**config.mk**
```make
export PLATFORM = sky130hd
export DESIGN_NAME = wildcard_byte_pattern_scan_unit_flat
export DESIGN_NICKNAME = d
export VERILOG_FILES = /design/src/hw/rtl/wbps_pkg.sv /design/src/hw/rtl/wbps_channels.sv /design/src/hw/rtl/wbps_match_array.sv /design/src/hw/rtl/wbps_search_core.sv /design/src/hw/rtl/wildcard_byte_pattern_scan_unit.sv /design/src/flat_wrapper.sv
export SDC_FILE = /design/constraint.sdc
export NUM_CORES = 2
export LEC_CHECK = 0
export BUFFER_PORTS_ARGS = -buffer_cell sky130_fd_sc_hd__buf_2
export CAP_MARGIN = 20
export CELL_PAD_IN_SITES_DETAIL_PLACEMENT = 1
export CELL_PAD_IN_SITES_GLOBAL_PLACEMENT = 1
export CORE_MARGIN = 3
export CORE_UTILIZATION = 45
export CTS_CLUSTER_DIAMETER = 100
export DETAILED_ROUTE_END_ITERATION = 12
export MAX_ROUTING_LAYER = met4
export PLACE_DENSITY_LB_ADDON = 0.1
export RECOVER_POWER = 100
export SLEW_MARGIN = 20
export SYNTH_ARGS = -nofsm -noshare
export SYNTH_HDL_FRONTEND = slang
export SYNTH_SLANG_ARGS = --single-unit
```
**constraint.sdc**
```tcl
create_clock -name clock -period 5.2 [get_ports clock]
set_input_delay 0.26 -clock clock [delete_from_list [all_inputs] [get_ports clock]]
set_output_delay 0.26 -clock clock [all_outputs]
set_load 0.03 [all_outputs]
```
**src/hw/rtl/wbps_pkg.sv**
```systemverilog
// Shared types and constants for the wildcard byte pattern scan unit.
package wbps_pkg;

   localparam int MAX_PATTERN = 128;
   localparam int LEN_IDX_W   = (MAX_PATTERN > 1) ? $clog2(MAX_PATTERN) : 1;

   localparam logic [1:0] MATCH_LIMIT = 2'd2;

   typedef enum logic [1:0] {
      OP_LOAD  = 2'd0,
      OP_BEGIN = 2'd1,
      OP_SCAN  = 2'd2
   } op_type;

   typedef logic [MAX_PATTERN-1:0] vec_type;

   typedef struct packed {
      logic [1:0]  operation;
      logic [6:0]  entry_index;
      logic [7:0]  pattern_byte;
      logic        wildcard_req;
      logic [7:0]  data_byte;
      logic [31:0] byte_address;
      logic        region_start;
      logic        image_end;
   } req_type;

   typedef struct packed {
      logic [1:0]  match_count;
      logic [31:0] first_match_address;
      logic        first_match_valid;
      logic        match_here;
      logic        finished;
   } rsp_type;

   typedef struct packed {
      logic       we;
      logic [6:0] index;
      logic [7:0] value;
      logic       wild;
   } load_type;

endpackage

```
**src/hw/rtl/wbps_channels.sv**
```systemverilog
// Valid/ready channel interfaces for request and response transactions.
interface wbps_req_if import wbps_pkg::*; ();
   logic    valid;
   logic    ready;
   req_type payload;

   modport source (output valid, output payload, input ready);
   modport sink   (input valid, input payload, output ready);
endinterface

interface wbps_rsp_if import wbps_pkg::*; ();
   logic    valid;
   logic    ready;
   rsp_type payload;

   modport source (output valid, output payload, input ready);
   modport sink   (input valid, input payload, output ready);
endinterface

```
**src/hw/rtl/wbps_match_array.sv**
```systemverilog
// Pattern entry storage and per-entry byte compare cells.
module wbps_match_array
   import wbps_pkg::*;
(
   input  logic     clock,
   input  load_type load,
   input  logic [7:0] data_byte,
   output vec_type  hit
);

   logic [7:0] pattern_ff [MAX_PATTERN];
   logic       wild_ff    [MAX_PATTERN];

   for (genvar i = 0; i < MAX_PATTERN; i++) begin : g_entry
      logic sel;
      assign sel = load.we && ({25'd0, load.index} == 32'(i));

      always_ff @(posedge clock) begin
         if (sel) begin
            pattern_ff[i] <= load.value;
            wild_ff[i]    <= load.wild;
         end
      end

      assign hit[i] = wild_ff[i] || (pattern_ff[i] == data_byte);
   end

endmodule

```
**src/hw/rtl/wbps_search_core.sv**
```systemverilog
// Shift-and partial match vector, match counter and length register.
module wbps_search_core
   import wbps_pkg::*;
(
   input  logic       clock,
   input  logic       reset,
   input  logic       csr_we,
   input  logic [7:0] csr_wdata,
   input  logic       fire,
   input  req_type    req,
   input  vec_type    hit,
   output rsp_type    result
);

   logic [LEN_IDX_W-1:0] len_m1_ff, len_m1_in;
   vec_type              pm_ff, pm_in, pm_base, pm_next;
   logic [1:0]           count_ff, count_in;
   logic [31:0]          first_addr_ff, first_addr_in;
   logic                 first_seen_ff, first_seen_in;
   logic                 stopped_ff, stopped_in;
   logic                 here;

   always_comb begin
      if (csr_wdata == 8'd0) begin
         len_m1_in = '0;
      end else if ({24'd0, csr_wdata} > 32'(MAX_PATTERN)) begin
         len_m1_in = LEN_IDX_W'(MAX_PATTERN - 1);
      end else begin
         len_m1_in = LEN_IDX_W'(csr_wdata - 8'd1);
      end
   end

   always_comb begin
      pm_base    = req.region_start ? '0 : pm_ff;
      pm_next[0] = hit[0];
      for (int i = 1; i < MAX_PATTERN; i++) begin
         pm_next[i] = pm_base[i-1] & hit[i];
      end
   end

   always_comb begin
      pm_in         = pm_ff;
      count_in      = count_ff;
      first_addr_in = first_addr_ff;
      first_seen_in = first_seen_ff;
      stopped_in    = stopped_ff;
      here          = 1'b0;
      if (fire) begin
         unique case (op_type'(req.operation))
            OP_LOAD: begin
            end
            OP_BEGIN: begin
               pm_in         = '0;
               count_in      = '0;
               first_addr_in = '0;
               first_seen_in = 1'b0;
               stopped_in    = 1'b0;
            end
            OP_SCAN: begin
               if (!stopped_ff) begin
                  pm_in = pm_next;
                  if (pm_next[len_m1_ff]) begin
                     here = 1'b1;
                     if (!first_seen_ff) begin
                        first_seen_in = 1'b1;
                        first_addr_in = req.byte_address - 32'(len_m1_ff);
                     end
                     if (count_ff != MATCH_LIMIT) begin
                        count_in = count_ff + 2'd1;
                     end
                     if (count_in == MATCH_LIMIT) begin
                        stopped_in = 1'b1;
                     end
                  end
                  if (req.image_end) begin
                     stopped_in = 1'b1;
                  end
               end
            end
            default: begin
            end
         endcase
      end
   end

   always_ff @(posedge clock) begin
      if (reset) begin
         len_m1_ff     <= '0;
         pm_ff         <= '0;
         count_ff      <= '0;
         first_addr_ff <= '0;
         first_seen_ff <= 1'b0;
         stopped_ff    <= 1'b0;
      end else begin
         if (csr_we) begin
            len_m1_ff <= len_m1_in;
         end
         pm_ff         <= pm_in;
         count_ff      <= count_in;
         first_addr_ff <= first_addr_in;
         first_seen_ff <= first_seen_in;
         stopped_ff    <= stopped_in;
      end
   end

   assign result.match_count         = count_in;
   assign result.first_match_address = first_addr_in;
   assign result.first_match_valid   = first_seen_in;
   assign result.match_here          = here;
   assign result.finished            = stopped_in;

`ifndef NO_ASSERTIONS
   a_count_sat: assert property (@(posedge clock) disable iff (reset)
      count_ff != 2'd3)
      else $error("match count beyond limit");

   a_count_first: assert property (@(posedge clock) disable iff (reset)
      (count_ff != 2'd0) |-> first_seen_ff)
      else $error("match counted without first address");

   a_limit_stop: assert property (@(posedge clock) disable iff (reset)
      (count_ff == MATCH_LIMIT) |-> stopped_ff)
      else $error("search not stopped at match limit");

   a_begin_clear: assert property (@(posedge clock) disable iff (reset)
      (fire && req.operation == OP_BEGIN) |=>
         (pm_ff == '0 && count_ff == 2'd0 && !first_seen_ff && !stopped_ff))
      else $error("begin transaction did not clear search");

   a_stopped_hold: assert property (@(posedge clock) disable iff (reset)
      (stopped_ff && !(fire && req.operation == OP_BEGIN)) |=>
         (stopped_ff && (pm_ff === $past(pm_ff)) && $stable(count_ff)))
      else $error("stopped search changed state");
`endif

endmodule

```
**src/hw/rtl/wildcard_byte_pattern_scan_unit.sv**
```systemverilog
// An accepted transaction passes from the input register to the response register, which drives
// valid. One transaction per cycle while the response side applies no back pressure.
// Back pressure stalls the input and response registers together; one transaction
// is still accepted while a response waits. Synchronous active-high reset clears
// control and search state; pattern entries stay undefined until loaded.
module wildcard_byte_pattern_scan_unit
   import wbps_pkg::*;
(
   input  logic       clock,
   input  logic       reset,
   input  logic       csr_we,
   input  logic [7:0] csr_wdata,
   wbps_req_if.sink   req_if,
   wbps_rsp_if.source rsp_if
);

   logic     s1_valid_ff;
   req_type  s1_req_ff;
   logic     rsp_valid_ff;
   rsp_type  rsp_ff;
   logic     advance;
   logic     fire;
   load_type load;
   vec_type  hit;
   rsp_type  result;

   assign advance      = !rsp_valid_ff || rsp_if.ready;
   assign fire         = s1_valid_ff && advance;
   assign req_if.ready = !s1_valid_ff || advance;

   always_ff @(posedge clock) begin
      if (reset) begin
         s1_valid_ff  <= 1'b0;
         rsp_valid_ff <= 1'b0;
      end else begin
         if (req_if.ready) begin
            s1_valid_ff <= req_if.valid;
         end
         if (advance) begin
            rsp_valid_ff <= s1_valid_ff;
         end
      end
   end

   always_ff @(posedge clock) begin
      if (req_if.valid && req_if.ready) begin
         s1_req_ff <= req_if.payload;
      end
      if (fire) begin
         rsp_ff <= result;
      end
   end

   assign load.we    = fire && (s1_req_ff.operation == OP_LOAD);
   assign load.index = s1_req_ff.entry_index;
   assign load.value = s1_req_ff.pattern_byte;
   assign load.wild  = s1_req_ff.wildcard_req;

   wbps_match_array u_array (
      .clock     (clock),
      .load      (load),
      .data_byte (s1_req_ff.data_byte),
      .hit       (hit)
   );

   wbps_search_core u_core (
      .clock     (clock),
      .reset     (reset),
      .csr_we    (csr_we),
      .csr_wdata (csr_wdata),
      .fire      (fire),
      .req       (s1_req_ff),
      .hit       (hit),
      .result    (result)
   );

   assign rsp_if.valid   = rsp_valid_ff;
   assign rsp_if.payload = rsp_ff;

endmodule

```
**src/flat_wrapper.sv**
```systemverilog
// flat-port wrapper written by rule: the top's interface ports become plain ports
module wildcard_byte_pattern_scan_unit_flat import wbps_pkg::*;
  (clock, reset, csr_we, csr_wdata, req_if_valid, req_if_payload, req_if_ready, rsp_if_valid, rsp_if_payload, rsp_if_ready);
  wbps_req_if req_if_i ();
  wbps_rsp_if rsp_if_i ();
  input  logic clock;
  input  logic reset;
  input  logic csr_we;
  input  logic [7:0] csr_wdata;
  input wire logic [$bits(req_if_i.valid)-1:0] req_if_valid;
  input wire logic [$bits(req_if_i.payload)-1:0] req_if_payload;
  output wire logic [$bits(req_if_i.ready)-1:0] req_if_ready;
  output wire logic [$bits(rsp_if_i.valid)-1:0] rsp_if_valid;
  output wire logic [$bits(rsp_if_i.payload)-1:0] rsp_if_payload;
  input wire logic [$bits(rsp_if_i.ready)-1:0] rsp_if_ready;
  assign req_if_i.valid = req_if_valid;
  assign req_if_i.payload = req_if_payload;
  assign req_if_ready = req_if_i.ready;
  assign rsp_if_valid = rsp_if_i.valid;
  assign rsp_if_payload = rsp_if_i.payload;
  assign rsp_if_i.ready = rsp_if_ready;
  wildcard_byte_pattern_scan_unit u_core (.clock(clock), .reset(reset), .csr_we(csr_we), .csr_wdata(csr_wdata), .req_if(req_if_i), .rsp_if(rsp_if_i));
endmodule
```
==> flow_summary_export.csv <==
group,metric,value,unit
cts,cts.clk_slew.worst_paths,0.06,ns
die,fp.dieArea,0.137,mm2
timing,min_period,4.76,ns
logic_synthesis,synth_most_common_cell,"edfxtp_1",
cts,cts_max_level,4,
detailed_routing,routedWlPerCell,28.0,um
timing,min_period_over_period,91.6,%
power,p_sw_share,22.5,%
global_route,grt_antenna_before_repair,7,
logic_synthesis,ys_warn_count,0,
die,dieHeight,371,um
timing,fmax,210,MHz
critical_path,cp.arrival,5.27,ns
outcome,violations,"capacitance limit, slew limit",
cts,cts_inserted_buffers,155,
cts,clock_latency,0.78,ns
critical_path,cp_max_fo,9,
critical_path,criticalPathCategory,"reg2reg",
final_layout,nNetsFinal,4627,
detailed_routing,drtIter0Drc,3265,
global_route,track_usage,26.9,%
logic_synthesis,synth_top_area_share,62.7,%
power,p_per_area,363,mW/mm2
cts,clock-sinks,1421,
logic_synthesis,synthTopCellsByCount,"1249 x edfxtp_1, 853 x xor2_1, 406 x nor2_1",
timing,final_max_slew_viol_count,1432,
timing,maxSlewHeadroom,-191,%
detailed_routing,drt-total-wl,180,mm
final_layout,fill_cells,12900,
logic_synthesis,ys_seq_area_share,68.5,%
cts,clock-root-buffer,"clkbuf_16",
placed_design,io_buffers,111,
critical_path,startpoint_type,"flop",
cts,cts_resized,0,
logic_synthesis,synth.ff_latch_count,1421,
timing,rsz0062_at_grt,"false",
timing,finalSetupViolations,0,
critical_path,crit_path_end_kind,"flop",
cts,cts_tree,"done",
logic_synthesis,postSynthAreaPerCell,14.1,um2
power,switching_power,5.58,mW
timing,hold_viol_final,0,
detailed_routing,ant_nets,0,
global_route,grt_max_degree,129,
logic_synthesis,synth_top_flop_cell,"edfxtp_1",
final_layout,drive_gt1_share,8.82,%
global_route,grt-ovfl-total,0,
critical_path,crit_chain,"buf_4 -> xor2_1 -> nor4_1 -> a21oi_1 -> o32ai_1 -> a221oi_1 -> o211ai_1 -> a32oi_1 -> a21oi_2 -> buf_4 -> o21bai_1 -> mux2i_1 -> or2_2",
power,total_leakage_power,22.6,nW
cts,cts_setup_buffers,0,
die,io_pins,112,
global_route,grt_pass1_wl,260,mm
timing,clock-skew-final,0.0308,ns
detailed_routing,first_pass_iters,5,
detailed_routing,vias_per_cell,5.59,
logic_synthesis,synthCells,4249,
worst_hold_path,holdCritPathClass,"in2reg",
die,initial_utilization,45.4,%
power,peakVddDrop,0.333,mV
critical_path,cp_common_cell,"buf_4",
global_route,first_global_vias,37200,
detailed_routing,vias,36000,
logic_synthesis,synth_cell_types,78,
critical_path,cpPeakStageDelay,0.86,ns
critical_path,crit_slowest_cell,"edfxtp_1",
timing,setup_tns,0,ns
logic_synthesis,synth.area.top_cells,"edfxtp_1 63%, xor2_1 12%, dfxtp_1 5.8%, xnor2_1 3.0%, nor2_1 2.5%",
outcome,status,"finished, violations left",
critical_path,worstPathRequired,5.71,ns
timing,holdWs,0.0857,ns
logic_synthesis,yosys.area.top_type,"edfxtp_1",
logic_synthesis,ys_async_sr_fraction,0,%
die,rows,133,
logic_synthesis,synth_edf_count,1249,
run,drv_cap,18,
die,fp.dieW,371,um
placed_design,dp_hpwl,100,mm
logic_synthesis,synthesis.area,0.0598,mm2
final_layout,syn_to_final_growth,14.4,%
power,p_seq_share,50.6,%
power,p_comb_share,6.2,%
power,p_int,19.2,mW
detailed_routing,post-route-drc-count,0,
cts,clockBufferDepth,3,
timing,tightest_slew,4.36,ns
power,clockPowerShare,43.2,%
die,core-area,0.132,mm2
placed_design,routabilityCongestion,0.792,
logic_synthesis,syn_nets,4336,
==> power groups by stage <==
stage | clock, mW | combinational, mW | sequential [mW]
2_1_floorplan | 0 | 0.761 | 12.8
3_3_place_gp | 0 | 1.51 | 12.8
3_5_place_dp | 0 | 1.52 | 12.8
4_1_cts | 10.9 | 1.58 | 12.5
5_1_grt | 11.4 | 1.64 | 12.6
6_report | 10.7 | 1.53 | 12.6
==> state kept, by name, indices dropped and copies added, names as in the netlist <==
name / flops
u_core.u_array.pattern_ff: 1024
u_core.u_array.wild_ff: 128
u_core.u_core.count_ff: 2
u_core.s1_valid_ff: 1
u_core.u_core.first_seen_ff: 1
u_core.u_core.len_m1_ff: 7
u_core.u_core.stopped_ff: 1
u_core.rsp_if.payload: 37
u_core.u_core.first_addr_ff: 32
u_core.u_core.pm_ff: 127
u_core.s1_req_ff: 44
u_core.rsp_if.valid: 1
u_core.load: 16
==> cell type report <==
class | count | area (um2) | share of cell area (%)
diodes | 1 | 2.50 | 0.00366
clock inverters | 53 | 453 | 0.662
inverters | 49 | 184 | 0.269
repair buffers | 337 | 2600 | 3.81
multi-input cells | 2576 | 17500 | 25.6
flip-flops and latches | 1421 | 41000 | 59.9
clock buffers | 236 | 4470 | 6.54
well taps | 1755 | 2200 | 3.21
==> cells by family (layout without fill, tap and decap cells) <==
group,after synthesis,in the layout,share of synthesized area [%]
fa+ha+maj,18,18,0.373
simple gates,1056,1056,8.50
flops,1421,1421,68.5
compound gates,417,417,4.38
other cells,0,1,0
buf+inv,252,675,2.21
mux,29,29,0.578
xor+xnor,1056,1056,15.5
==> per-stage QoR <==
step | setup slack, ns | instance area, um2 | instances | utilization (%) | power (mW)
after floorplan | 1.76 | 59800 | 4249 | - | 13.6
after global placement | 0.683 | 63100 | 6066 | 47.9 | 14.3
after detailed placement | 0.604 | 63100 | 6066 | 47.9 | 14.3
after CTS | 0.547 | 68700 | 6426 | 52.2 | 25.0
after global routing | 0.206 | 68400 | 6428 | 52.0 | 25.6
final | 0.438 | 68400 | 6428 | 52.0 | 24.8
==> path summary, 6_finish.rpt <==
path,from,end,slack [ns],cells after the start
max,u_core.s1_req_ff[35]$_DFFE_PP_,u_core.rsp_if.payload[35]$_DFFE_PP_,0.44,13
min,csr_wdata[5],u_core.u_core.len_m1_ff[5]$_SDFFE_PP0P_,0.09,4
max reg2reg,u_core.s1_req_ff[35]$_DFFE_PP_,u_core.rsp_if.payload[35]$_DFFE_PP_,0.44,13
min reg2reg,u_core.u_core.pm_ff[3]$_SDFFE_PP0P_,u_core.u_core.pm_ff[3]$_SDFFE_PP0P_,0.46,2
==> layer usage <==
metal	global-route usage, %	wire length (um)	up-vias	part of all wire [%]
li1	-	-	15900	-
met1	36.0	78200	18700	44
met2	43.9	87900	1065	49
met3	3.35	9700	228	5.4
met4	6.42	3890	0	2.2
met5	-	0	-	0
==> worst max-delay path, delay by kind of cell, from the launching register on <==
| kind | cells | cell delay, ns |
|---|---|---|
| AO/OA/AOI/OAI | 7 | 2.30 |
| XOR/XNOR | 1 | 0.20 |
| buffers and inverters | 2 | 0.56 |
| flip-flops | 1 | 0.86 |
| multiplexers | 1 | 0.18 |
| AND/OR/NAND/NOR | 2 | 0.38 |
==> placed cells by master, fill, tap and decap left out, types with 52 or more instances in the layout <==
cell,count
xnor2_1,203
xor2_1,853
edfxtp_1,1249
a21oi_1,223
clkbuf_16,161
dfxtp_1,170
buf_4,91
nand2_1,192
clkbuf_1,140
nor4_1,211
dlygate4sd3_1,71
buf_2,52
nor2_1,406
==> timing repair <==
item / 4_1_cts / 5_1_grt
setup endpoints to repair: 0 / 0
endpoints found under the hold margin: 72 / 0
hold buffers: 71 / 0
No activity file was read; power rests on OpenSTA's default activity.
